### src/design/csl_ram.sv
module csl_ram #(
	parameter int WIDTH = 8,
	parameter int DEPTH = 2
) (
	input  logic                     clk,
	input  logic                     we,
	input  logic [$clog2(DEPTH)-1:0] waddr,
	input  logic [WIDTH-1:0]         wdata,
	input  logic                     re,
	input  logic [$clog2(DEPTH)-1:0] raddr,
	output logic [WIDTH-1:0]         rdata
);

	logic [WIDTH-1:0] mem [DEPTH];
	logic [WIDTH-1:0] rdata_q;

	always_ff @(posedge clk) begin
		if (we) begin
			mem[waddr] <= wdata;
		end
	end

	// read data holds until the next read
	always_ff @(posedge clk) begin
		if (re) begin
			rdata_q <= mem[raddr];
		end
	end

	assign rdata = rdata_q;

endmodule

### config.mk
export PLATFORM = sky130hd
export DESIGN_NAME = csl_ram
export DESIGN_NICKNAME = d
export VERILOG_FILES = /design/src/design/csl_ram.sv
export SDC_FILE = /design/constraint.sdc
export NUM_CORES = 1
export LEC_CHECK = 0
export BUFFER_PORTS_ARGS = -buffer_cell sky130_fd_sc_hd__buf_2
export CORE_MARGIN = 2
export CORE_UTILIZATION = 35
export CTS_CLUSTER_SIZE = 16
export DETAILED_ROUTE_END_ITERATION = 10
export GPL_ROUTABILITY_DRIVEN = 0
export PLACE_DENSITY = 0.52
export SLEW_MARGIN = 20
export SYNTH_ARGS = -nofsm -noshare
export SYNTH_HDL_FRONTEND = slang
export SYNTH_SLANG_ARGS = --single-unit
export TNS_END_PERCENT = 30
### constraint.sdc
create_clock -name clk -period 2.71 [get_ports clk]
set_clock_uncertainty 0.1 [all_clocks]
set_input_delay 0.4065 -clock clk [delete_from_list [all_inputs] [get_ports clk]]
set_output_delay 0.4065 -clock clk [all_outputs]
set_load 0.005 [all_outputs]
---- After elaboration in Yosys (flattened, before gate mapping) ----
Memory sizes are Yosys's and may differ from the RTL's. A register that Yosys moved wholly into a read port is not among the register bits.
Cells that the tools add are included.
word-level totals
  bits in registers ....................... 0
  bits in writable memories ............... 16
  input port bits ......................... 13
  output and inout port bits .............. 8
  word-level logic and storage cells ...... 3
  memories kept ........................... 1
memories
  name  depth  width  read ports  clocked after Yosys merged registers in  wr ports  line  source
  mem   2      8      1           1                                        1         14    logic [WIDTH-1:0] mem [DEPTH];
cells by class
  multiplexer cells ....................... 2
operators by type and width
  operator  count
  $mux W1   2

---- Depth between registers and ports, before layout ----
Gate-level depths: netlist of run 1.
  word-level depth ........................ 2
  gate-level depth with buffers ........... 2
  gate-level depth less buffers ........... 1

---- Least setup slack after synthesis of run 1 ----
OpenSTA, ideal clock, no wires.
  kind .................................... input-to-reg
  start ................................... in we
  end ..................................... mem mem[0][0] (enable)
  setup time .............................. 0.373 ns
  arrival time ............................ 0.827 ns
  data required time ...................... 2.237 ns
  slack ................................... 1.410 ns
  stages on the path ...................... 1
  buffers on the path ..................... 0
  cells stage by stage .................... nor2b_1
between the ends
  cells in the longest elaborated chain, start to end .. 2
ends and longest elaborated chain
  element                        line  source
  from (decl)                    6     input logic we,
  $mux W1                        18    if (we) begin
  $mux W1 (not written as such)  19    mem[waddr] <= wdata;
  to (decl)                      14
No other way between the ends.

---- Worst setup path after layout of run 1 ----
  start ................................... reg rdata_q[1] (netlist: rdata[1]), read port of mem
  end ..................................... out rdata[1]
RTL lines
  element      line  source
  from (decl)  15    logic [WIDTH-1:0] rdata_q;
  to (decl)    11    output logic [WIDTH-1:0] rdata
No word-level cell between the ends.

==> impl_metrics.sql, run 1 <==
INSERT INTO impl_metrics (metric_group, metric, value, unit) VALUES
('run_status', 'status', 'complete, no violations', ''),
('cts', 'clkSlewWorstSetupHoldPaths', '0.12', 'ns'),
('route', 'wire_per_inst', '11.3', 'um'),
('yosys', 'syn_inst', '35', ''),
('cts', 'cts_hold_buffers', '0', ''),
('sta', 'maxClockFrequency', '0.753', 'GHz'),
('yosys', 'ys_seq_area_frac', '0.834', ''),
('yosys', 'post_synth.cell_area_avg', '24.7', 'sq um'),
('grt', 'largest_net_degree_at_the_start_of_global_routing', '14', ''),
('setup_path', 'endpoint_kind', 'output pin', ''),
('route', 'post_drt_via_cell_ratio', '4.14', ''),
('final_layout', 'seq_area', '721', 'sq um'),
('sta', 'tns', '0', 'ns'),
('route', 'total_number_of_vias', '364', ''),
('sta', 'slew_headroom', '0.525', ''),
('sta', 'timing.final.crit_share', '0.490', ''),
('setup_path', 'crit_fanout', '1', ''),
('sta', 'measured_slew_at_the_worst_slew_check_pin', '0.711', 'ns'),
('setup_path', 'cp.arrival', '0.82', 'ns'),
('placed_design', 'io_port_bufs', '20', ''),
('route', 'detailedRoute.firstPassIterationCount', '1', ''),
('power_and_ir_drop', 'powerDensity', '633', 'nW/um^2'),
('final_layout', 'fillCellCount', '204', ''),
('final_layout', 'fin_util', '0.422', ''),
('sta', 'grt_setup_unrepaired', 'no', ''),
('cts', 'cts_tree', 'done', ''),
('final_layout', 'fin_nets', '72', ''),
('run', 'cap_viol_max_count', '0', ''),
('floorplan', 'initial_core_util', '0.359', ''),
('yosys', 'synth.ff_latch_count', '24', ''),
('cts', 'post_cts_buffers', '0', ''),
('setup_path', 'crit_path_cell_trace', 'buf_2', ''),
('route', 'first_iter_violations', '0', ''),
('route', 'total_routed_length', '998', 'um'),
('cts', 'clock_latency', '0.30', 'ns'),
('floorplan', 'num_rows', '18', ''),
('cts', 'clk_path_buf_depth', '2', ''),
('yosys', 'ys_warn_count', '0', ''),
('sta', 'finalSetupViolCount', '0', ''),
('min_path', 'count_of_cells_along_the_worst_hold_path', '1', ''),
('grt', 'global_route.overflow_total', '0', ''),
('grt', 'first_global_vias', '322', ''),
('grt', 'antenna_violations_before_repair', '0', ''),
('yosys', 'synth.net_count', '48', ''),
('grt', 'grt_pass1_wl', '1570', 'um'),
('power_and_ir_drop', 'ir_drop', '0.000364', 'V'),
('yosys', 'synth_cell_types', '5', ''),
('final_layout', 'n_antenna_cell', '0', ''),
('setup_path', 'r2r-start', 'mem[0][5]', ''),
('min_path', 'worstHoldStart', 'wdata[6]', ''),
('route', 'post-route-drc-count', '0', ''),
('final_layout', 'multi_input_area', '133', 'sq um'),
('cts', 'clock_root_buffer_master', 'sky130_fd_sc_hd__clkbuf_4', ''),
('setup_path', 'path_buf_inv', '1', ''),
('cts', 'cts_resized', '0', ''),
('setup_path', 'critical_path.startpoint_type', 'flip-flop', ''),
('min_path', 'worst_min_delay_path_category', 'input port to flip-flop', ''),
('floorplan', 'io-pin-count', '21', ''),
('sta', 'period_minus_ws_final', '1.33', 'ns'),
('setup_path', 'setup.reg_to_reg.worst_slack', '1.72', 'ns'),
('setup_path', 'r2r.worst_path.cells', '1', ''),
('setup_path', 'timing.rr.end', 'rdata[5]', ''),
('floorplan', 'fp.dieH', '53.7', 'um'),
('sta', 'hold_viol', '0', ''),
('yosys', 'synth.cell_area', '865', 'sq um'),
('setup_path', 'class_of_the_most_critical_setup_path', 'flip-flop to output pin', ''),
('sta', 'slew_violations', '0', ''),
('setup_path', 'crit_family', 'flip-flops', ''),
('cts', 'total_clock_sinks', '24', ''),
('floorplan', 'floorplan.die_area', '2880', 'sq um'),
('setup_path', 'worstPathRequired', '2.20', 'ns'),
('power_and_ir_drop', 'power.static_leakage', '0.393', 'nW'),
('final_layout', 'drive_gt1_frac', '0.534', ''),
('setup_path', 'critPathMaxStageDelay', '0.39', 'ns'),
('min_path', 'hold_path_end', 'mem[0][6]', ''),
('cts', 'cts-htree-levels', '1', ''),
('final_layout', 'syn2layout_area_growth', '17.7', '%'),
('floorplan', 'die_x', '53.7', 'um'),
('floorplan', 'fp.coreArea', '2410', 'sq um'),
('grt', 'gr-usage-all-layers', '0.0870', ''),
('cts', 'tritoncts_buffer_count', '3', ''),
('route', 'detail-route-antenna-nets', '0', ''),
('setup_path', 'critical_path.slowest_cell', 'sky130_fd_sc_hd__edfxtp_1', '');
## cell usage after synthesis (all sizes together)
cell	instances	area, sq um
and2	1	6.26
buf	1	11.3
edfxtp	24	721
mux2	8	120
nor2b	1	6.26
## layout make-up
class | count | area share
sequential | 24 | 0.708
clock buffer | 3 | 0.0221
timing repair buffer | 20 | 0.0984
tap | 30 | 0.0369
clock inverter | 1 | 0.00369
multi-input combinational | 10 | 0.130
## per-stage QoR
stage               hold slack [ns]  area [sq um]  power [W]  worst slack (ns)  instances
floorplan                     0.405           865   0.000478              1.41         35
global placement              0.439           991   0.000501              1.19         84
detailed placement            0.434           991   0.000502              1.15         84
CTS                           0.171          1020   0.000649              1.37         88
global route                  0.148          1020   0.000681              1.31         88
finish                        0.182          1020   0.000644              1.38         88
## cells in the final DEF, fill, tap and decap left out
cell type | Yosys | routed
sky130_fd_sc_hd__clkbuf_4 | 0 | 3
sky130_fd_sc_hd__and2_1 | 1 | 1
sky130_fd_sc_hd__buf_2 | 0 | 20
sky130_fd_sc_hd__edfxtp_1 | 24 | 24
sky130_fd_sc_hd__mux2_4 | 8 | 8
sky130_fd_sc_hd__clkinv_1 | 0 | 1
sky130_fd_sc_hd__nor2b_1 | 1 | 1
## power breakdown
part	internal [W]	switching, W
logic	0.0000280	0.0000199
clock network	0.0000537	0.0000987
registers	0.000438	0.00000562
total	0.000520	0.000124
## cells by family after synthesis
logic type / count (synthesis) / share of synthesized area
and+or+nand+nor: 2 / 0.0145
buffers and inverters: 1 / 0.0130
DFF: 24 / 0.834
muxes: 8 / 0.139
## flip-flops by register name (all words and copies together) (netlist names)
signal  flops
mem        16
rdata       8
## per-layer routing
metal  share of wire  vias up  track usage
li1                -      184            -
met1            0.48      158        0.112
met2            0.42       18        0.112
met3           0.079        4       0.0333
met4           0.023        0       0.0769
met5               0        -            0
## worst max path at each step
| stage | startpoint | to | slack [ns] | cells past startpoint |
|---|---|---|---|---|
| 2_1_floorplan | we | mem[0][0] | 1.41 | 1 |
| 3_3_place_gp | waddr | mem[0][0] | 1.19 | 2 |
| 3_5_place_dp | waddr | mem[0][3] | 1.15 | 2 |
| 4_1_cts | rdata[1] | rdata[1] | 1.37 | 1 |
| 5_1_grt | rdata[3] | rdata[3] | 1.31 | 1 |
| 6_report | rdata[1] | rdata[1] | 1.38 | 1 |
No activity file was read; power rests on OpenSTA's default activity.
==> inputs of run 2 (changes only) <==
--- a/config.mk
+++ b/config.mk
@@ -11,7 +11,7 @@
 export CTS_CLUSTER_SIZE = 16
 export DETAILED_ROUTE_END_ITERATION = 10
 export GPL_ROUTABILITY_DRIVEN = 0
-export PLACE_DENSITY = 0.52
+export PLACE_DENSITY = 0.54
 export SLEW_MARGIN = 20
 export SYNTH_ARGS = -nofsm -noshare
 export SYNTH_HDL_FRONTEND = slang
==> constraint.sdc (replaced) <==
create_clock -name clk -period 1.2 [get_ports clk]
set_clock_uncertainty 0.1 [all_clocks]
set_input_delay 0.18 -clock clk [delete_from_list [all_inputs] [get_ports clk]]
set_output_delay 0.18 -clock clk [all_outputs]
set_load 0.005 [all_outputs]
==> impl_metrics.sql, run 2 (synthesis results as in run 1) <==
INSERT INTO impl_metrics (metric_group, metric, value, unit) VALUES
('run_status', 'status', 'complete, no violations', ''),
('floorplan', 'num_rows', '18', ''),
('setup_path', 'crit_fanout', '1', ''),
('cts', 'clk_path_buf_depth', '2', ''),
('setup_path', 'r2r-start', 'mem[0][7]', ''),
('setup_path', 'crit_start', 'rdata[1]', ''),
('cts', 'total_clock_sinks', '24', ''),
('cts', 'clock_latency', '0.30', 'ns'),
('sta', 'timing.final.crit_share', '0.911', ''),
('power_and_ir_drop', 'powerDensity', '1490', 'nW/um^2'),
('min_path', 'worstHoldStart', 're', ''),
('cts', 'post_cts_buffers', '0', ''),
('cts', 'cts_hold_buffers', '8', ''),
('sta', 'measured_slew_at_the_worst_slew_check_pin', '0.235', 'ns'),
('power_and_ir_drop', 'ir_drop', '0.000994', 'V'),
('route', 'detail-route-antenna-nets', '0', ''),
('floorplan', 'fp.dieH', '53.7', 'um'),
('final_layout', 'fin_util', '0.472', ''),
('sta', 'finalSetupViolCount', '0', ''),
('final_layout', 'fillCellCount', '206', ''),
('route', 'wire_per_inst', '10.4', 'um'),
('floorplan', 'initial_core_util', '0.359', ''),
('cts', 'cts_resized', '0', ''),
('min_path', 'worst_min_delay_path_category', 'input port to flip-flop', ''),
('floorplan', 'io-pin-count', '21', ''),
('route', 'detailedRoute.firstPassIterationCount', '2', ''),
('sta', 'slew_headroom', '0.843', ''),
('route', 'post-route-drc-count', '0', ''),
('route', 'first_iter_violations', '5', ''),
('setup_path', 'class_of_the_most_critical_setup_path', 'flip-flop to output pin', ''),
('setup_path', 'path_buf_inv', '1', ''),
('final_layout', 'mostFrequentLayoutCell', 'sky130_fd_sc_hd__edfxtp_1', ''),
('final_layout', 'syn2layout_area_growth', '31.7', '%'),
('run', 'cap_viol_max_count', '0', ''),
('final_layout', 'fin_nets', '82', ''),
('setup_path', 'cp.arrival', '0.81', 'ns'),
('grt', 'gr-usage-all-layers', '0.0884', ''),
('setup_path', 'critPathMaxStageDelay', '0.38', 'ns'),
('sta', 'hold_viol', '0', ''),
('sta', 'slew_violations', '0', ''),
('grt', 'first_global_vias', '406', ''),
('floorplan', 'die_x', '53.7', 'um'),
('route', 'total_number_of_vias', '412', ''),
('final_layout', 'largest_reg_flops', '16', ''),
('setup_path', 'crit_path_cell_trace', 'buf_2', ''),
('setup_path', 'worstPathRequired', '0.92', 'ns'),
('final_layout', 'regMostFlops', 'mem', ''),
('cts', 'cts-htree-levels', '1', ''),
('setup_path', 'crit_family', 'flip-flops', ''),
('sta', 'maxClockFrequency', '0.915', 'GHz'),
('floorplan', 'floorplan.die_area', '2880', 'sq um'),
('grt', 'grt_pass1_wl', '1660', 'um'),
('placed_design', 'io_port_bufs', '20', ''),
('grt', 'largest_net_degree_at_the_start_of_global_routing', '15', ''),
('power_and_ir_drop', 'power.static_leakage', '0.449', 'nW'),
('setup_path', 'endpoint_kind', 'output pin', ''),
('floorplan', 'fp.coreArea', '2410', 'sq um'),
('cts', 'cts_tree', 'done', ''),
('cts', 'clkSlewWorstSetupHoldPaths', '0.12', 'ns'),
('final_layout', 'drive_gt1_frac', '0.500', ''),
('setup_path', 'critical_path.slowest_cell', 'sky130_fd_sc_hd__edfxtp_1', ''),
('final_layout', 'mostFrequentLayoutCells', 'sky130_fd_sc_hd__edfxtp_1 (24), sky130_fd_sc_hd__buf_2 (20), sky130_fd_sc_hd__mux2_4 (8), sky130_fd_sc_hd__dlygate4sd3_1 (8), sky130_fd_sc_hd__clkbuf_4 (3)', ''),
('grt', 'global_route.overflow_total', '0', ''),
('cts', 'tritoncts_buffer_count', '3', ''),
('route', 'post_drt_via_cell_ratio', '4.20', ''),
('cts', 'clock_root_buffer_master', 'sky130_fd_sc_hd__clkbuf_4', ''),
('sta', 'period_minus_ws_final', '1.09', 'ns'),
('final_layout', 'n_antenna_cell', '0', ''),
('grt', 'antenna_violations_before_repair', '0', ''),
('setup_path', 'critical_path.startpoint_type', 'flip-flop', ''),
('route', 'total_routed_length', '1020', 'um'),
('sta', 'tns', '0', 'ns'),
('sta', 'grt_setup_unrepaired', 'no', '');
## run 2: cell types whose count changed in the layout (fill, tap and decap cells not counted), sizes merged
cell         change
dlygate4sd3      +8
buf              +2
bufinv           +1
clkinv           -1
## run 2: final timing paths
kind	slack, ns	endpoint	cells past startpoint
worst min-delay path	0.11	rdata[4]	1
worst max-delay path	0.11	rdata[1]	1
worst min register to register	0.46	rdata[5]	1
worst max register to register	0.20	rdata[7]	1
## run 2: layer usage
metal / wire length (um) / global-route usage / vias to the layer above
met5: 0 / 0 / -
met4: 31 / 0.0641 / 0
met3: 97 / 0.0333 / 4
met2: 452 / 0.148 / 18
met1: 441 / 0.0887 / 187
li1: - / - / 203
## run 2: metrics by stage
step	setup WS [ns]	cell area [sq um]	power, W	hold WS (ns)	instances
final	0.107	1140	0.00169	0.106	98
after global routing	0.0448	1140	0.00177	0.0898	98
after CTS	0.0863	1140	0.00171	0.104	98
after detailed placement	0.0953	1010	0.00114	0.272	86
after global placement	0.105	1010	0.00113	0.268	86
after floorplan	0.127	865	0.00108	0.179	35
## run 2: where the power goes
part / internal, W / switching, W
logic: 0.0000844 / 0.0000469
clock network: 0.000337 / 0.000220
registers: 0.000989 / 0.0000138
## run 2: cell type report
type	count	area, sq um	area share
timing repair buffer	30	195	0.171
sequential	24	721	0.633
tap	30	37.5	0.0330
multi-input combinational	10	133	0.116
clock inverter	1	30.0	0.0264
clock buffer	3	22.5	0.0198
==> inputs of run 3 (changes only) <==
--- a/config.mk
+++ b/config.mk
@@ -5,13 +5,14 @@
 export SDC_FILE = /design/constraint.sdc
 export NUM_CORES = 1
 export LEC_CHECK = 0
+export ABC_AREA = 1
 export BUFFER_PORTS_ARGS = -buffer_cell sky130_fd_sc_hd__buf_2
 export CORE_MARGIN = 2
 export CORE_UTILIZATION = 35
 export CTS_CLUSTER_SIZE = 16
 export DETAILED_ROUTE_END_ITERATION = 10
 export GPL_ROUTABILITY_DRIVEN = 0
-export PLACE_DENSITY = 0.54
+export PLACE_DENSITY = 0.55
 export SLEW_MARGIN = 20
 export SYNTH_ARGS = -nofsm -noshare
 export SYNTH_HDL_FRONTEND = slang
==> impl_metrics.sql, run 3 <==
INSERT INTO impl_metrics (metric_group, metric, value, unit) VALUES
('power_and_ir_drop', 'switching_share', '0.187', ''),
('yosys', 'synth_top_cell_area_share', '0.857', ''),
('cts', 'tritoncts_buffer_count', '3', ''),
('setup_path', 'path_buf_inv', '1', ''),
('final_layout', 'syn2layout_area_growth', '27.8', '%'),
('yosys', 'synth_cell_types', '6', ''),
('power_and_ir_drop', 'intPower', '0.00116', 'W'),
('yosys', 'syn_inst', '54', ''),
('route', 'post-route-drc-count', '0', ''),
('grt', 'gr-usage-all-layers', '0.0985', ''),
('final_layout', 'mostFrequentLayoutCell', 'sky130_fd_sc_hd__nand2_1', ''),
('power_and_ir_drop', 'ir_drop', '0.000619', 'V'),
('route', 'met1_length', '462', 'um'),
('yosys', 'ys_seq_area_frac', '0.857', ''),
('cts', 'clkSlewWorstSetupHoldPaths', '0.11', 'ns'),
('sta', 'finalSetupViolCount', '0', ''),
('power_and_ir_drop', 'combinationalPowerShare', '0.078', ''),
('run_status', 'status', 'complete, no violations', ''),
('power_and_ir_drop', 'clkPwrFrac', '0.223', ''),
('setup_path', 'cp.arrival', '0.79', 'ns'),
('yosys', 'post_synth.cell_area_avg', '15.6', 'sq um'),
('yosys', 'ys_warn_count', '0', ''),
('sta', 'timing.final.crit_share', '0.894', ''),
('setup_path', 'critical_path.startpoint_type', 'flip-flop', ''),
('sta', 'tns', '0', 'ns'),
('setup_path', 'worstPathRequired', '0.92', 'ns'),
('route', 'first_iter_violations', '9', ''),
('final_layout', 'n_antenna_cell', '0', ''),
('yosys', 'synth.ff_latch_count', '24', ''),
('yosys', 'library_cell_with_the_highest_instance_count_after_synthesis', 'sky130_fd_sc_hd__nand2_1', ''),
('route', 'detailedRoute.firstPassIterationCount', '3', ''),
('cts', 'clk_path_buf_depth', '2', ''),
('yosys', 'ys_dominant_reg_cell', 'sky130_fd_sc_hd__edfxtp_1', ''),
('yosys', 'async_flop_share', '0', ''),
('final_layout', 'drive_gt1_frac', '0.294', ''),
('yosys', 'synth.cell_area', '841', 'sq um'),
('grt', 'first_global_vias', '426', ''),
('cts', 'cts_tree', 'done', ''),
('placed_design', 'io_port_bufs', '20', ''),
('route', 'total_number_of_vias', '455', ''),
('route', 'post_drt_via_cell_ratio', '4.03', ''),
('floorplan', 'io-pin-count', '21', ''),
('route', 'wire_per_inst', '9.65', 'um'),
('floorplan', 'die_x', '53.0', 'um'),
('setup_path', 'crit_path_cell_trace', 'buf_2', ''),
('route', 'met2_wirelength', '516', 'um'),
('setup_path', 'endpoint_kind', 'output pin', ''),
('setup_path', 'class_of_the_most_critical_setup_path', 'flip-flop to output pin', ''),
('grt', 'largest_net_degree_at_the_start_of_global_routing', '13', ''),
('floorplan', 'num_rows', '17', ''),
('placed_design', 'placed_cell_area', '972', 'sq um'),
('setup_path', 'crit_fanout', '1', ''),
('final_layout', 'largest_reg_flops', '16', ''),
('yosys', 'synth_top_cells_by_area', 'sky130_fd_sc_hd__edfxtp_1 (86%), sky130_fd_sc_hd__nand2_1 (11%), sky130_fd_sc_hd__buf_6 (1.3%)', ''),
('floorplan', 'fp.coreArea', '2230', 'sq um'),
('cts', 'clock_latency', '0.30', 'ns'),
('floorplan', 'floorplan.die_area', '2810', 'sq um'),
('yosys', 'yosys.area.top_type', 'sky130_fd_sc_hd__edfxtp_1', ''),
('sta', 'measured_slew_at_the_worst_slew_check_pin', '0.302', 'ns'),
('run', 'cap_viol_max_count', '0', ''),
('setup_path', 'critPathMaxStageDelay', '0.37', 'ns'),
('final_layout', 'final_design_area_no_fill', '1070', 'sq um'),
('route', 'wl_met3', '69', 'um'),
('setup_path', 'crit_family', 'flip-flops', ''),
('grt', 'grt_pass1_wl', '1890', 'um'),
('grt', 'antenna_violations_before_repair', '0', ''),
('yosys', 'number_of_enable_type_register_cells_in_the_synthesized_netlist', '24', ''),
('power_and_ir_drop', 'net-switching-power', '0.000268', 'W'),
('sta', 'hold_viol', '0', ''),
('floorplan', 'initial_core_util', '0.376', ''),
('final_layout', 'regMostFlops', 'mem', ''),
('power_and_ir_drop', 'power.static_leakage', '0.453', 'nW'),
('sta', 'slew_headroom', '0.798', ''),
('grt', 'global_route.overflow_total', '0', ''),
('route', 'total_routed_length', '1090', 'um'),
('cts', 'total_clock_sinks', '24', ''),
('route', 'top_layer', 'met4', ''),
('floorplan', 'fp.dieH', '53.0', 'um'),
('sta', 'period_minus_ws_final', '1.07', 'ns'),
('cts', 'clock_root_buffer_master', 'sky130_fd_sc_hd__clkbuf_4', ''),
('final_layout', 'fin_nets', '100', ''),
('sta', 'grt_setup_unrepaired', 'no', ''),
('power_and_ir_drop', 'sequentialPowerShare', '0.700', ''),
('power_and_ir_drop', 'powerDensity', '1330', 'nW/um^2'),
('sta', 'slew_violations', '0', ''),
('sta', 'maxClockFrequency', '0.932', 'GHz'),
('route', 'detail-route-antenna-nets', '0', ''),
('min_path', 'worst_min_delay_path_category', 'input port to flip-flop', ''),
('yosys', 'synth.net_count', '67', ''),
('setup_path', 'critical_path.slowest_cell', 'sky130_fd_sc_hd__edfxtp_1', ''),
('yosys', 'synth.cells.most_frequent', 'sky130_fd_sc_hd__nand2_1 (25), sky130_fd_sc_hd__edfxtp_1 (24), sky130_fd_sc_hd__inv_1 (2)', ''),
('final_layout', 'mostFrequentLayoutCells', 'sky130_fd_sc_hd__nand2_1 (25), sky130_fd_sc_hd__edfxtp_1 (24), sky130_fd_sc_hd__buf_2 (20)', ''),
('cts', 'cts-htree-levels', '1', '');
run 3: cell count changes after synthesis:
cell / delta
sky130_fd_sc_hd__and2_1: -1
sky130_fd_sc_hd__nand2_1: +25
sky130_fd_sc_hd__inv_1: +2
sky130_fd_sc_hd__mux2_4: -8
sky130_fd_sc_hd__nor2_1: +1
sky130_fd_sc_hd__inv_2: +1
sky130_fd_sc_hd__nor2b_1: -1
run 3: final timing paths:
kind / start / cells past startpoint / slack (ns) / to
max: rdata[0] / 1 / 0.13 / rdata[0]
min: re / 1 / 0.10 / rdata[1]
max reg2reg: mem[0][3] / 2 / 0.35 / rdata[3]
min reg2reg: mem[0][0] / 2 / 0.42 / rdata[0]
run 3: cells by family (layout without fill, tap and decap cells):
logic type,count (synthesis),after routing,share of synthesized area
flip-flops,24,24,0.857
AND/OR/NAND/NOR,26,26,0.116
buffers and inverters,4,35,0.0268
run 3: routing by layer:
metal,vias to the layer above,global-route usage
met3,4,0.0169
met4,0,0.0897
met5,-,0
met1,191,0.120
met2,16,0.148
li1,244,-
run 3: per-stage QoR:
stage                     utilization  instances  setup WS [ns]  power (W)  hold WS, ns
after global placement          0.435        102          0.227    0.00111        0.270
final                           0.481        113          0.127    0.00143        0.105
after floorplan                     -         54          0.160    0.00106        0.179
after CTS                       0.481        113          0.107    0.00145       0.0991
after global routing            0.481        113         0.0523    0.00150        0.107
after detailed placement        0.435        102          0.205    0.00112        0.273
run 3: timing repair:
item | 4_1_cts | 5_1_grt
gates resized for setup | 0 | 0
setup endpoints to repair | 0 | 0
endpoints found under the hold margin | 16 | 0
setup buffers | 0 | 0
hold buffers | 8 | 0
run 3: layout make-up:
type / count / area [sq um]
Tap cell: 28 / 35.0
Clock buffer: 3 / 22.5
Multi-Input combinational cell: 26 / 97.6
Timing Repair Buffer: 29 / 188
Inverter: 3 / 11.3
Fill cell: 218 / 1160
Sequential cell: 24 / 721
run 3: worst register-to-register path: stages (launching register included):
cell	delay (ns)
sky130_fd_sc_hd__edfxtp_1	0.40
sky130_fd_sc_hd__nand2_1	0.08
sky130_fd_sc_hd__nand2_1	0.04
run 3: power groups by stage:
stage	combinational, W	clock [W]	sequential, W
2_1_floorplan	0.0000386	0	0.00102
3_3_place_gp	0.0000920	0	0.00102
3_5_place_dp	0.0000946	0	0.00102
4_1_cts	0.000114	0.000339	0.00100
5_1_grt	0.000130	0.000367	0.00101
6_report	0.000111	0.000318	0.00100
