===== config.mk =====
export PLATFORM = sky130hd
export DESIGN_NAME = csl_link
export DESIGN_NICKNAME = d
export VERILOG_FILES = /design/src/design/csl_pkg.sv /design/src/design/csl_link.sv
export SDC_FILE = /design/constraint.sdc
export NUM_CORES = 1
export LEC_CHECK = 0
export ABC_AREA = 1
export BUFFER_PORTS_ARGS = -buffer_cell sky130_fd_sc_hd__clkbuf_2
export CORE_MARGIN = 10
export CORE_UTILIZATION = 35
export CTS_CLUSTER_DIAMETER = 60
export DETAILED_ROUTE_END_ITERATION = 10
export GPL_ROUTABILITY_DRIVEN = 0
export PLACE_DENSITY = 0.66
export SLEW_MARGIN = 20
export SYNTH_ARGS = -nofsm -noshare
export SYNTH_HDL_FRONTEND = slang
export SYNTH_SLANG_ARGS = --single-unit

===== constraint.sdc =====
create_clock -name clk -period 3.7 [get_ports clk]
set_input_delay 0 -clock clk [delete_from_list [all_inputs] [get_ports clk]]
set_output_delay 0 -clock clk [all_outputs]
set_load 0.05 [all_outputs]

===== src/design/csl_pkg.sv =====
package csl_pkg;

	typedef enum logic [1:0] {
		CMD_TICK    = 2'd0,
		CMD_RX      = 2'd1,
		CMD_READ    = 2'd2,
		CMD_RELEASE = 2'd3
	} cmd_t;

	typedef enum logic [1:0] {
		ST_IDLE,
		ST_META,
		ST_RESP
	} seq_state_t;

	typedef enum logic [1:0] {
		REG_SCAN_ENABLE     = 2'd0,
		REG_STATION_CHANNEL = 2'd1,
		REG_DWELL_TICKS     = 2'd2,
		REG_PING_TICKS      = 2'd3
	} reg_idx_t;

	localparam logic [3:0]  CH_LOW      = 4'd1;
	localparam logic [3:0]  CH_HIGH     = 4'd13;
	localparam logic [7:0]  PING_MARK   = 8'h80;
	localparam logic [7:0]  CH_MASK     = 8'h0F;
	localparam logic [15:0] DWELL_RESET = 16'd500;
	localparam logic [15:0] PING_RESET  = 16'd1000;
	localparam logic [7:0]  RSSI_RESET  = 8'h81;
	localparam logic [15:0] SAT16       = 16'hFFFF;

	typedef struct packed {
		logic        tick;
		logic        restart;
		logic        scan_enable;
		logic [3:0]  station_channel;
		logic [15:0] dwell_ticks;
		logic [15:0] ping_ticks;
		logic        lock_req;
		logic [3:0]  lock_channel;
	} link_ctl_t;

	typedef struct packed {
		logic [3:0] channel;
		logic       scanning;
		logic       ping_send;
		logic [7:0] ping_value;
		logic       locked_event;
	} link_stat_t;

	function automatic logic [3:0] clamp_channel(input logic [3:0] c);
		if (c < CH_LOW) begin
			return CH_LOW;
		end else if (c > CH_HIGH) begin
			return CH_HIGH;
		end
		return c;
	endfunction

	function automatic logic is_ping(input logic [7:0] b);
		logic [7:0] c;
		c = b & CH_MASK;
		return b[7] && (c >= {4'd0, CH_LOW}) && (c <= {4'd0, CH_HIGH});
	endfunction

endpackage


===== src/design/csl_link.sv =====
module csl_link (
	input  logic                clk,
	input  logic                arst_n,
	input  csl_pkg::link_ctl_t  ctl,
	output csl_pkg::link_stat_t stat
);

	logic [3:0]  channel_q, channel_n;
	logic        scan_q, scan_n;
	logic [3:0]  pending_q, pending_n;
	logic [15:0] hop_q, hop_n;
	logic [15:0] ping_q, ping_n;
	logic [15:0] hop_inc, ping_inc;
	logic [3:0]  ch_hop;
	logic        ping_send;
	logic        locked;

	assign hop_inc  = (hop_q == csl_pkg::SAT16) ? hop_q : hop_q + 16'd1;
	assign ping_inc = (ping_q == csl_pkg::SAT16) ? ping_q : ping_q + 16'd1;

	always_comb begin
		channel_n = channel_q;
		scan_n    = scan_q;
		pending_n = pending_q;
		hop_n     = hop_q;
		ping_n    = ping_q;
		ch_hop    = channel_q;
		ping_send = 1'b0;
		locked    = 1'b0;
		if (ctl.restart) begin
			scan_n    = ctl.scan_enable;
			channel_n = ctl.scan_enable ? csl_pkg::CH_LOW
				: csl_pkg::clamp_channel(ctl.station_channel);
			hop_n     = '0;
			ping_n    = '0;
			pending_n = '0;
		end else if (ctl.tick) begin
			// hop, then ping on the new channel, then pin a heard channel
			if (scan_q) begin
				if (hop_inc >= ctl.dwell_ticks) begin
					hop_n  = '0;
					ch_hop = (channel_q >= csl_pkg::CH_HIGH) ? csl_pkg::CH_LOW
						: channel_q + 4'd1;
				end else begin
					hop_n = hop_inc;
				end
			end
			if (ping_inc >= ctl.ping_ticks) begin
				ping_n    = '0;
				ping_send = 1'b1;
			end else begin
				ping_n = ping_inc;
			end
			channel_n = ch_hop;
			if (pending_q != 4'd0) begin
				channel_n = pending_q;
				pending_n = '0;
				locked    = 1'b1;
			end
		end else if (ctl.lock_req) begin
			pending_n = ctl.lock_channel;
			scan_n    = 1'b0;
		end
	end

	always_ff @(posedge clk or negedge arst_n) begin
		if (!arst_n) begin
			channel_q <= csl_pkg::CH_LOW;
			scan_q    <= 1'b1;
			pending_q <= '0;
			hop_q     <= '0;
			ping_q    <= '0;
		end else begin
			channel_q <= channel_n;
			scan_q    <= scan_n;
			pending_q <= pending_n;
			hop_q     <= hop_n;
			ping_q    <= ping_n;
		end
	end

	assign stat.channel      = channel_q;
	assign stat.scanning     = scan_q;
	assign stat.ping_send    = ping_send;
	assign stat.ping_value   = ping_send ? (csl_pkg::PING_MARK | {4'd0, ch_hop}) : 8'd0;
	assign stat.locked_event = locked;

endmodule


== After elaboration in Yosys (flattened, before gate mapping) ==
Index checks and enable logic that the tools add are counted.

* Multipliers: 0
* Bitwise logic cells: 0
* $add $sub $neg: 3
* Shift-type cells: 0
* Magnitude comparators: 5
* Reduce and logical (&&, ||, !) cells: 8
* Equality and inequality tests: 4
* Muxes and demuxes: 38
* Divide/modulo/power cells: 0

{| class="wikitable"
|+ Operators with widths
! kind !! number
|-
| 16-bit 2-to-1 mux || 9
|-
| 4-bit 2-to-1 mux || 16
|-
| 16-bit by 1-bit adder with 16-bit output, second input constant || 2
|-
| 16-bit equality test, second input constant || 2
|-
| 16-bit >= comparator || 2
|-
| 1-bit 2-to-1 mux || 12
|-
| 8-bit 2-to-1 mux || 1
|-
| 2-bit AND reduction || 3
|-
| 2-bit nonzero test || 3
|-
| 4-bit by 1-bit adder with 4-bit output, second input constant || 1
|-
| 4-bit >= comparator, second input constant || 1
|-
| 4-bit greater-than comparator, second input constant || 1
|-
| 4-bit by 1-bit less-than comparator with 1-bit output, second input constant || 1
|-
| 4-bit nonzero test || 1
|-
| 3-bit by 2-bit != test with 1-bit output, second input constant || 1
|-
| 3-bit nonzero test || 1
|-
| 2-bit != test, second input constant || 1
|}

* Latch bits: 0
* Memory bits (read-only): 0
* Output and inout port bits: 15
* Memories: 0
* Register bits: 41
* Input port bits: 46
* Memory bits (writable): 0

== Depth between registers and ports, before layout ==
Gate-level depths: netlist (run 1).

* Word-level depth: 8
* Depth in mapped cells: 23
* Gate-level depth less buffers: 21

== Worst setup path after synthesis (run 1) ==
OpenSTA, ideal clock, no wires.

* Path kind: register -> output
* Start: register ping_q[0]
* End: output port stat[1] (netlist name)
* Required time: 3.700 ns
* Setup slack: 0.736 ns
* Buffers on the path: 1
* Cell stages (with the launch flop): 20
* Arrival time: 2.964 ns
* Path through: dfrtp_1 -> ha_1 -> nand2_1 -> inv_1 -> nand2_2 -> inv_2 -> nand2_2 -> nor2_4 -> inv_2 -> buf_6 -> nand2_2 -> ha_1 -> nand2_1 -> inv_1 -> nand3_1 -> nor3_1 -> nand2_1 -> nand3_1 -> nand2_1 -> nor2_1

{| class="wikitable"
|+ RTL lines
! item !! line !! text
|-
| start, declared || csl_link.sv:12 || <nowiki>logic [15:0] ping_q, ping_n;</nowiki>
|-
| start signal, assigned || csl_link.sv:78 || <nowiki>ping_q <= ping_n;</nowiki>
|-
| end, declared || csl_link.sv:5 || <nowiki>output csl_pkg::link_stat_t stat</nowiki>
|}

==> results.py, run 1 <==
metrics = {
    "outcome": {
        "outcome": "finished, final reports clean",
    },
    "routing": {
        "drc": 0,
        "dr.pass1.iters": 5,
        "vias": 3582,
        "wirelength_um": 9179,
        "drt_iter0_drc": 171,
        "vias_per_cell": 4.776,
        "wl_per_cell_um": 12.24,
        "antenna_left": 0,
    },
    "critical_path": {
        "worstPathRequired_ns": 3.70,
        "crit_chain": "ha_1, nand2_1, inv_1, nand2_2, inv_2, nand2_2, nor2_4, inv_4, o21ai_0, ha_1, nand4_1, nor3_1, nand2_1, nand3_1, nand2_1, nor2_1, clkbuf_2",
        "cp.arrival_ns": 3.35,
        "slowest_delay_ns": 0.45,
        "worstSetupPathType": "reg2out",
        "cp-start-kind": "flop",
        "crit_buf_inv": 4,
        "cp_max_fo": 14,
        "crit_path_end_kind": "output pin",
        "cp_slowest_cell": "dfrtp_1",
        "crit_family": "simple AND/OR/NAND/NOR gates",
        "crit_path_frequent_cell": "nand2_1",
    },
    "clock_network": {
        "htree_levels": 2,
        "clkSinkCount": 41,
        "numCtsBuffers": 5,
        "cts_tree": "built",
        "clk_pin_slew_ns": 0.08,
        "clk-insertion-delay-late_ns": 0.29,
        "postCtsSetupBuffers": 0,
        "cts_root_buf": "clkbuf_8",
        "clockBufferDepth": 2,
    },
    "yosys": {
        "synthTopCellsByArea": "dfrtp_1 26%, nand2_1 15%, ha_1 12%, inv_1 9.7%, nand3_1 4.2%",
        "avgSynthCellArea_um2": 6.767,
        "yosys.area.top_type": "dfrtp_1",
        "ys_ff_latch": 41,
        "post_synth_fa_ha_maj_area_fraction": 0.1242,
        "ys.flop_type": "dfrtp_1",
        "yosysMostFrequentCell": "nand2_1",
        "ys_types": 35,
        "yosys_warnings": 0,
        "synth_top_family_by_area": "simple AND/OR/NAND/NOR gates",
        "synth_compound_area_frac": 0.1077,
        "async_flop_share": 1.000,
        "synth_area_um2": 3729,
        "ys_seq_area_frac": 0.2758,
        "syn-instance-count": 551,
        "yosysTopAreaCellShare": 0.2617,
        "synthMuxAreaShare": 0,
        "synth-simple-area-share": 0.3208,
        "synth-xor-area-share": 0.04228,
        "synth_edf_count": 0,
        "yosys-top-cells-count": "148 x nand2_1, 96 x inv_1, 39 x dfrtp_1, 37 x ha_1, 37 x nor2_1",
    },
    "floorplan": {
        "io-pin-count": 61,
        "rows": 37,
        "die_x_um": 123.2,
        "core-area_um2": 10370,
        "die_h_um": 123.2,
        "die_area_um2": 15180,
        "initial_utilization": 0.3596,
    },
    "sta": {
        "min_period_over_period": 0.9050,
        "tns_ns": 0,
        "slew-limit-headroom": 0.3591,
        "hold_violations": 0,
        "rsz0062_at_grt": "no",
        "setup_viol": 0,
        "max_slew.worst_pin.slew_ns": 0.9614,
        "final_max_slew_viol_count": 0,
        "fin_crit_ns": 3.349,
        "max_freq_ghz": 0.2986,
        "final.setup_skew_ns": 0.006396,
    },
    "global_routing": {
        "grt_pass1_vias": 3622,
        "grt_pass1_wl_um": 16040,
        "grt_use_total": 0.1250,
        "grt_overflow": 0,
        "antenna_found_initial": 0,
        "grt_max_degree": 42,
    },
    "layout": {
        "drive_gt1_frac": 0.1710,
        "fin_nets": 696,
        "n_antenna_cell": 0,
        "n_fill_cell": 1105,
        "areaGrowthSynthToFinish_pct": 15.40,
    },
    "min_path": {
        "hp-class": "in2reg",
    },
    "placement": {
        "io_buffers": 57,
        "place_hpwl_um": 7401,
    },
    "pwr": {
        "vdd_ir_drop_max_uv": 140.4,
        "powerDensity_nw_per_um2": 247.4,
        "power.total_uw": 1064,
        "p_leak_uw": 0.002429,
    },
    "flow_run": {
        "cap_violations": 0,
    },
}
[through the flow]
step | hold slack (ns) | setup slack (ns) | area, µm² | instances | utilization
2_1_floorplan | -0.2956 | 0.7360 | 3736 | 553 | -
3_3_place_gp | 0.2404 | 0.4926 | 4104 | 734 | 0.3958
3_5_place_dp | 0.2496 | 0.4557 | 4104 | 734 | 0.3958
4_1_cts | 0.02636 | 0.1244 | 4300 | 750 | 0.4147
5_1_grt | 0.05348 | 0.04570 | 4303 | 750 | 0.4149
6_report | 0.03990 | 0.3514 | 4303 | 750 | 0.4149
[metal layers]
layer | track usage | vias to the layer above | share of wire
met1 | 0.1580 | 1642 | 0.46
li1 | - | 1867 | -
met5 | 0 | - | 0
met4 | 0.02838 | 0 | 0.0097
met2 | 0.2160 | 65 | 0.48
met3 | 0.02279 | 8 | 0.047
[path summary, 6_finish.rpt]
| kind | from | endpoint | slack [ns] | depth (start not counted) |
|---|---|---|---|---|
| min in group asynchronous | arst_n | hop_q[2]$_DFFE_PN0P_ | 0.40 | 2 |
| setup reg to reg | ping_q[0]$_DFFE_PN0P_ | ping_q[7]$_DFFE_PN0P_ | 0.72 | 17 |
| max in group asynchronous | arst_n | pending_q[3]$_DFFE_PN0P_ | 2.69 | 2 |
| setup / recovery | ping_q[0]$_DFFE_PN0P_ | stat[2] | 0.35 | 17 |
| hold reg to reg | hop_q[11]$_DFFE_PN0P_ | hop_q[11]$_DFFE_PN0P_ | 0.53 | 2 |
| hold / removal | ctl[41] | scan_q$_DFFE_PN1P_ | 0.04 | 3 |
[cells by family (layout without fill, tap and decap cells)]
family | Yosys count | count (layout)
buffers and inverters | 115 | 176
and+or+nand+nor | 266 | 266
DFF | 41 | 41
adders and majority gates | 37 | 37
other | 1 | 3
xor gates and xnor gates | 18 | 18
AOI/OAI and AO/OA | 73 | 73
[report_power, final]
| group | leakage (µW) | total, µW | internal, µW | switching [µW] |
|---|---|---|---|---|
| Sequential | 0.000559 | 475 | 462 | 12.6 |
| Combinational | 0.00181 | 212 | 72.5 | 140 |
| Clock | 0.0000585 | 377 | 220 | 157 |
| Total | 0.00243 | 1060 | 755 | 309 |
[registers in the layout, indices dropped and copies added (netlist names)]
| signal | flops |
|---|---|
| hop_q | 16 |
| ping_q | 16 |
| channel_q | 4 |
| pending_q | 4 |
| scan_q | 1 |
[worst register-to-register path: stages, from the launching register on]
cell and delay, ns:
dfrtp_1 0.46, ha_1 0.27, nand2_1 0.07, inv_1 0.08, nand2_2 0.08, inv_2 0.10
nand2_2 0.08, nor2_4 0.20, inv_4 0.13, o21ai_0 0.14, ha_1 0.32, a21oi_1 0.17
o21a_1 0.13, nand2_1 0.06, nand2_1 0.06, nand3_1 0.12, buf_4 0.23, o22ai_1 0.19
[final cells by class]
class / instances / area [µm²] / share of cell area
clock buffers: 7 / 86.33 / 0.02006
inverters: 102 / 385.4 / 0.08956
multi-input cells: 397 / 2230 / 0.5182
flip-flops and latches: 41 / 1028 / 0.2390
repair buffers: 66 / 372.9 / 0.08665
well taps: 136 / 170.2 / 0.03955
clock inverters: 1 / 30.03 / 0.006979
[what timing repair did]
item | CTS | global route
endpoints found under the setup margin | 0 | 6
endpoints found under the hold margin | 46 | 0
gates resized for setup | 0 | 3
hold buffers | 8 | 0
[cell usage in the layout, fill, tap and decap left out, types with 3 or more instances in the layout]
master,count
inv_1,96
xor2_1,16
clkbuf_2,56
nand2_2,20
ha_1,37
o21ai_0,22
conb_1,3
inv_2,4
clkbuf_8,6
nand4_1,9
o21ai_1,6
a21oi_1,23
or2_2,3
o22ai_1,17
nand2_1,148
nor2_1,37
nor3_1,7
nand3_1,31
dlygate4sd3_1,8
dfrtp_1,39
(Power assumes the default switching activity.)
==> run 2, diff against run 1 <==
==> constraint.sdc (replaced) <==
create_clock -name clk -period 3.7 [get_ports clk]
set_input_delay 0 -clock clk [delete_from_list [all_inputs] [get_ports clk]]
set_output_delay 0 -clock clk [all_outputs]
set_load 0.01 [all_outputs]
==> run 2 against run 1 <==
Net effect:
- cell count unchanged
- non-clock buffer count unchanged
- first-iteration DRC count increased by 20%
- clock power about the same
- die area unchanged
- sequential power about the same
- global-route usage decreased by 0.53 points
- design area increased by 0.15%
- critical path type unchanged
- largest cell class unchanged
==> results.py, run 2 (synthesized netlist as in run 1, its figures left out) <==
metrics = {
    "clock_network": {
        "clkSinkCount": 41,
        "htree_levels": 2,
        "clockBufferDepth": 2,
        "cts_root_buf": "clkbuf_8",
        "cts_tree": "built",
        "clk_pin_slew_ns": 0.08,
        "numCtsBuffers": 5,
        "clk-insertion-delay-late_ns": 0.30,
    },
    "routing": {
        "drc": 0,
        "vias_per_cell": 4.797,
        "met2WireLength_um": 4396,
        "drt_iter0_drc": 205,
        "met3WireLength_um": 617,
        "dr.pass1.iters": 6,
        "met1_length_um": 4050,
        "antenna_left": 0,
        "highest_layer": "met4",
        "wirelength_um": 9186,
        "vias": 3598,
        "wl_per_cell_um": 12.25,
    },
    "sta": {
        "final_max_slew_viol_count": 0,
        "final.setup_skew_ns": 0.01217,
        "rsz0062_at_grt": "no",
        "slew-limit-headroom": 0.3874,
        "tns_ns": 0,
        "min_period_over_period": 0.9115,
        "fin_crit_ns": 3.372,
        "max_slew.worst_pin.slew_ns": 0.9188,
        "hold_violations": 0,
        "setup_viol": 0,
        "max_freq_ghz": 0.2965,
    },
    "pwr": {
        "p_leak_uw": 0.002434,
        "clkPwrFrac": 0.364,
        "power_frac_comb": 0.179,
        "power.total_uw": 1040,
        "switching_share": 0.2746,
        "p_int_uw": 754.5,
        "seqPwrFrac": 0.457,
        "powerDensity_nw_per_um2": 241.4,
        "switchingPower_uw": 285.6,
        "vdd_ir_drop_max_uv": 150.2,
    },
    "placement": {
        "place_hpwl_um": 7457,
        "io_buffers": 57,
    },
    "floorplan": {
        "die_x_um": 123.2,
        "core-area_um2": 10370,
        "io-pin-count": 61,
        "initial_utilization": 0.3596,
        "die_area_um2": 15180,
        "rows": 37,
        "die_h_um": 123.2,
    },
    "layout": {
        "final_common_cell": "nand2_1",
        "fin_nets": 696,
        "layout_common_cells": "148 x nand2_1, 96 x inv_1, 56 x clkbuf_2",
        "areaGrowthSynthToFinish_pct": 15.57,
        "n_antenna_cell": 0,
        "drive_gt1_frac": 0.1743,
        "top_regs": "hop_q: 16 flops, ping_q: 16 flops",
    },
    "critical_path": {
        "worstSetupPathType": "reg2out",
        "crit_path_frequent_cell": "nand2_1",
        "slowest_delay_ns": 0.45,
        "startpoint": "ping_q[0]$_DFFE_PN0P_",
        "crit_family": "simple AND/OR/NAND/NOR gates",
        "crit_chain": "ha_1, nand2_1, inv_1, nand2_2, inv_2, nand2_2, nor2_4, inv_2, o21ai_0, ha_1, nand4_1, nor3_1, nand2_1, nand3_2, nand2_1, nor2_1, clkbuf_2",
        "worstPathRequired_ns": 3.70,
        "cp_max_fo": 14,
        "cp.arrival_ns": 3.37,
        "cp-start-kind": "flop",
        "crit_path_end_kind": "output pin",
        "r2r-start": "hop_q[0]$_DFFE_PN0P_",
        "cp_slowest_cell": "dfrtp_1",
        "crit_buf_inv": 4,
    },
    "outcome": {
        "outcome": "finished, final reports clean",
    },
    "global_routing": {
        "grt_use_total": 0.1198,
        "grt_pass1_vias": 3424,
        "antenna_found_initial": 0,
        "grt_pass1_wl_um": 15320,
        "grt_overflow": 0,
        "grt_max_degree": 42,
    },
    "min_path": {
        "hp-class": "in2reg",
        "hp-start": "ctl[37]",
    },
    "flow_run": {
        "cap_violations": 0,
    },
}
==> run 2: cell types whose count changed in the layout (fill, tap and decap cells not counted), sizes merged <==
cell      delta
clkinvlp     +1
clkbuf       -1
==> run 2: worst paths after layout <==
path	to	slack (ns)	cells past startpoint
worst max-delay path	stat[3]	0.33	17
worst min-delay path	channel_q[0]$_DFFE_PN1P_	0.04	5
worst max register to register	hop_q[10]$_DFFE_PN0P_	0.64	15
worst min register to register	ping_q[15]$_DFFE_PN0P_	0.55	2
max in group asynchronous	pending_q[1]$_DFFE_PN0P_	2.72	2
min in group asynchronous	hop_q[0]$_DFFE_PN0P_	0.39	2
==> run 2: layout make-up <==
cell class / instances / area, µm²
Fill cell: 1088 / 6061
Multi-Input combinational cell: 397 / 2235
Sequential cell: 41 / 1028
Inverter: 102 / 382.9
Timing Repair Buffer: 66 / 372.9
Tap cell: 136 / 170.2
Clock buffer: 6 / 82.58
Clock inverter: 2 / 37.54
==> run 2: layer usage <==
layer / GRT usage / vias up
li1: - / 1865
met1: 0.1527 / 1622
met2: 0.2011 / 100
met3: 0.02552 / 11
met4: 0.03057 / 0
met5: 0 / -
==> run 2: metrics by stage <==
step                setup slack [ns]  utilization  std cells  instance area, µm²  hold WS, ns
floorplan                      1.144            -        553                3736      -0.2956
global placement              0.5997       0.3958        734                4104       0.2147
detailed placement            0.5074       0.3958        734                4104       0.2206
CTS                           0.1671       0.4151        750                4304      0.04087
global route                 0.07008       0.4155        750                4309      0.05253
finish                        0.3276       0.4155        750                4309      0.04283
==> run 2: worst min-delay path, stage by stage <==
cell and delay, ns:
clkbuf_2 0.09, nor2_1 0.04, nand2_1 0.05, a21oi_1 0.06
nand2_1 0.07
==> run 2: power groups by stage <==
stage / Clock (µW) / Sequential [µW] / Combinational, µW
3_3_place_gp: 0 / 483 / 173
3_5_place_dp: 0 / 484 / 180
5_1_grt: 411 / 477 / 214
4_1_cts: 388 / 475 / 188
2_1_floorplan: 0 / 484 / 113
6_report: 379 / 475 / 186
==> run 2: repair_timing <==
action / CTS / global route
buffers inserted: 0 / 0
hold buffers: 8 / 0
hold endpoints to repair: 46 / 0
setup endpoints to repair: 0 / 6
resized for setup: 0 / 1
==> run 3, diff against run 2 <==
--- a/config.mk
+++ b/config.mk
@@ -10,8 +10,10 @@
 export CORE_MARGIN = 10
 export CORE_UTILIZATION = 35
 export CTS_CLUSTER_DIAMETER = 60
+export CTS_CLUSTER_SIZE = 40
 export DETAILED_ROUTE_END_ITERATION = 10
 export GPL_ROUTABILITY_DRIVEN = 0
+export GPL_TIMING_DRIVEN = 0
 export PLACE_DENSITY = 0.66
 export SLEW_MARGIN = 20
 export SYNTH_ARGS = -nofsm -noshare
==> run 3 against run 2 <==
Net effect:
- utilization increased by 0.69 points
- flip-flop and latch count stayed put
- non-clock buffer count rose by 14
- cell count grew 1.9%
- worst hold slack is essentially flat
- first-iteration DRC count is 18% lower
- wire length is 0.57% higher
- die area stayed put
- clock-buffer cell count is 1 lower
- maximum frequency grew 2.6%
==> results.py, run 3 (synthesized netlist as in run 1, its figures left out) <==
metrics = {
    "outcome": {
        "outcome": "finished, final reports clean",
    },
    "global_routing": {
        "grt_use_total": 0.1223,
        "antenna_found_initial": 0,
        "grt_pass1_wl_um": 15650,
        "grt_pass1_vias": 3539,
        "grt_max_degree": 42,
        "grt_overflow": 0,
    },
    "sta": {
        "max_slew.worst_pin.slew_ns": 0.9514,
        "max_freq_ghz": 0.3042,
        "setup_viol": 0,
        "min_period_over_period": 0.8884,
        "slew-limit-headroom": 0.3657,
        "fin_crit_ns": 3.287,
        "tns_ns": 0,
        "hold_violations": 0,
        "final_max_slew_viol_count": 0,
        "final.setup_skew_ns": 0.007788,
        "rsz0062_at_grt": "no",
    },
    "routing": {
        "drt_iter0_drc": 168,
        "vias": 3606,
        "wl_per_cell_um": 12.09,
        "antenna_left": 0,
        "vias_per_cell": 4.720,
        "drc": 0,
        "wirelength_um": 9238,
        "dr.pass1.iters": 5,
    },
    "pwr": {
        "switchingPower_uw": 294.5,
        "power_frac_comb": 0.199,
        "switching_share": 0.3052,
        "powerDensity_nw_per_um2": 220.3,
        "vdd_ir_drop_max_uv": 124.3,
        "clkPwrFrac": 0.309,
        "seqPwrFrac": 0.492,
        "p_leak_uw": 0.002490,
        "p_int_uw": 670.5,
    },
    "critical_path": {
        "worstSetupPathType": "reg2out",
        "crit_buf_inv": 8,
        "crit_chain": "ha_1, nand2_1, inv_1, nand2_2, inv_2, nand2_2, nor2_4, inv_2, buf_6, nand2_2, ha_1, nand2_1, inv_1, o21ai_0, nand2_1, a21oi_1, nand3_2, nand2_2, inv_1, buf_4, clkbuf_2",
        "cp_max_fo": 10,
        "cp_slowest_cell": "dfrtp_1",
        "crit_path_end_kind": "output pin",
        "crit_path_frequent_cell": "nand2_2",
        "crit_family": "simple AND/OR/NAND/NOR gates",
        "cp-start-kind": "flop",
        "worstPathRequired_ns": 3.70,
        "cp.arrival_ns": 3.29,
        "slowest_delay_ns": 0.47,
    },
    "placement": {
        "placed_cells": 746,
        "io_buffers": 57,
        "place_hpwl_um": 7561,
        "place_area_um2": 4192,
    },
    "layout": {
        "drive_gt1_frac": 0.1911,
        "top_regs": "hop_q: 16 flops, ping_q: 16 flops",
        "fin_nets": 710,
        "areaGrowthSynthToFinish_pct": 17.48,
        "final_common_cell": "nand2_1",
        "final_cells": 764,
        "n_antenna_cell": 0,
        "layout_common_cells": "147 x nand2_1, 96 x inv_1, 56 x clkbuf_2",
        "final_area_um2": 4380,
    },
    "clock_network": {
        "clk-insertion-delay-late_ns": 0.29,
        "htree_levels": 2,
        "cts_root_buf": "clkbuf_8",
        "clk_pin_slew_ns": 0.09,
        "cts_tree": "built",
        "clockBufferDepth": 2,
        "clkSinkCount": 41,
        "numCtsBuffers": 5,
    },
    "floorplan": {
        "io-pin-count": 61,
        "die_x_um": 123.2,
        "rows": 37,
        "initial_utilization": 0.3596,
        "die_area_um2": 15180,
        "core-area_um2": 10370,
        "die_h_um": 123.2,
    },
    "flow_run": {
        "cap_violations": 0,
    },
    "min_path": {
        "hp-class": "in2reg",
    },
}
-- run 3: cell types whose count changed in the layout (fill, tap and decap cells not counted), sizes merged --
cell,change
bufinv,-1
buf,+12
clkinv,+2
clkbuf,+1
-- run 3: metal layers --
layer	vias up	share of wire	wire length, µm	track usage
li1	1902	-	-	-
met1	1621	0.45	4143	0.1512
met2	77	0.49	4485	0.2127
met3	6	0.056	519	0.02507
met4	0	0.0096	89	0.02911
met5	-	0	0	0
-- run 3: cell type report --
class / instances / area [µm²]
clock buffers: 5 / 68.82
inverters: 102 / 382.9
multi-input cells: 397 / 2237
fillers: 1111 / 5989
flip-flops and latches: 41 / 1028
clock inverters: 3 / 17.52
well taps: 136 / 170.2
repair buffers: 67 / 380.4
plain buffers: 13 / 95.09
-- run 3: final timing paths --
path	startpoint	end	slack [ns]	cells past startpoint
setup / recovery	ping_q[0]$_DFFE_PN0P_	stat[9]	0.41	21
hold / removal	ctl[37]	channel_q[0]$_DFFE_PN1P_	0.04	5
setup reg to reg	hop_q[0]$_DFFE_PN0P_	hop_q[10]$_DFFE_PN0P_	0.69	17
hold reg to reg	scan_q$_DFFE_PN1P_	scan_q$_DFFE_PN1P_	0.55	2
max in group asynchronous	arst_n	ping_q[5]$_DFFE_PN0P_	2.71	2
min in group asynchronous	arst_n	hop_q[10]$_DFFE_PN0P_	0.40	2
-- run 3: worst register-to-register path, stage by stage, from the launching register on --
cell	delay [ns]
dfrtp_1	0.36
ha_1	0.21
nand2_1	0.12
nor3_4	0.21
nand3_2	0.15
nor2_4	0.17
inv_2	0.07
buf_6	0.16
nand2_2	0.09
ha_1	0.25
a21oi_1	0.15
o21ai_0	0.11
a21oi_1	0.18
nand3_1	0.17
inv_1	0.19
buf_4	0.20
nand2_1	0.06
o21ai_0	0.09
-- run 3: power groups by stage --
| stage | Sequential, µW | Combinational, µW | Clock, µW |
|---|---|---|---|
| detailed placement | 484 | 187 | 0 |
| global placement | 483 | 178 | 0 |
| global route | 477 | 223 | 328 |
| finish | 475 | 192 | 298 |
| floorplan | 484 | 113 | 0 |
| CTS | 475 | 194 | 309 |
-- run 3: timing repair --
action                                 CTS  global route
resized for setup                        0             2
endpoints found under the hold margin   46             0
setup endpoints to repair                0             6
setup buffers                            0             2
hold buffers                             8             0
-- run 3: per-stage QoR --
stage	setup WS (ns)	power (µW)	hold WS (ns)	utilization
2_1_floorplan	1.144	597.0	-0.2956	-
3_3_place_gp	0.5722	661.4	0.2324	0.4042
5_1_grt	0.04619	1028	0.06347	0.4224
3_5_place_dp	0.4832	670.5	0.2523	0.4042
4_1_cts	0.1412	978.0	0.02829	0.4202
6_report	0.4130	964.9	0.04265	0.4224
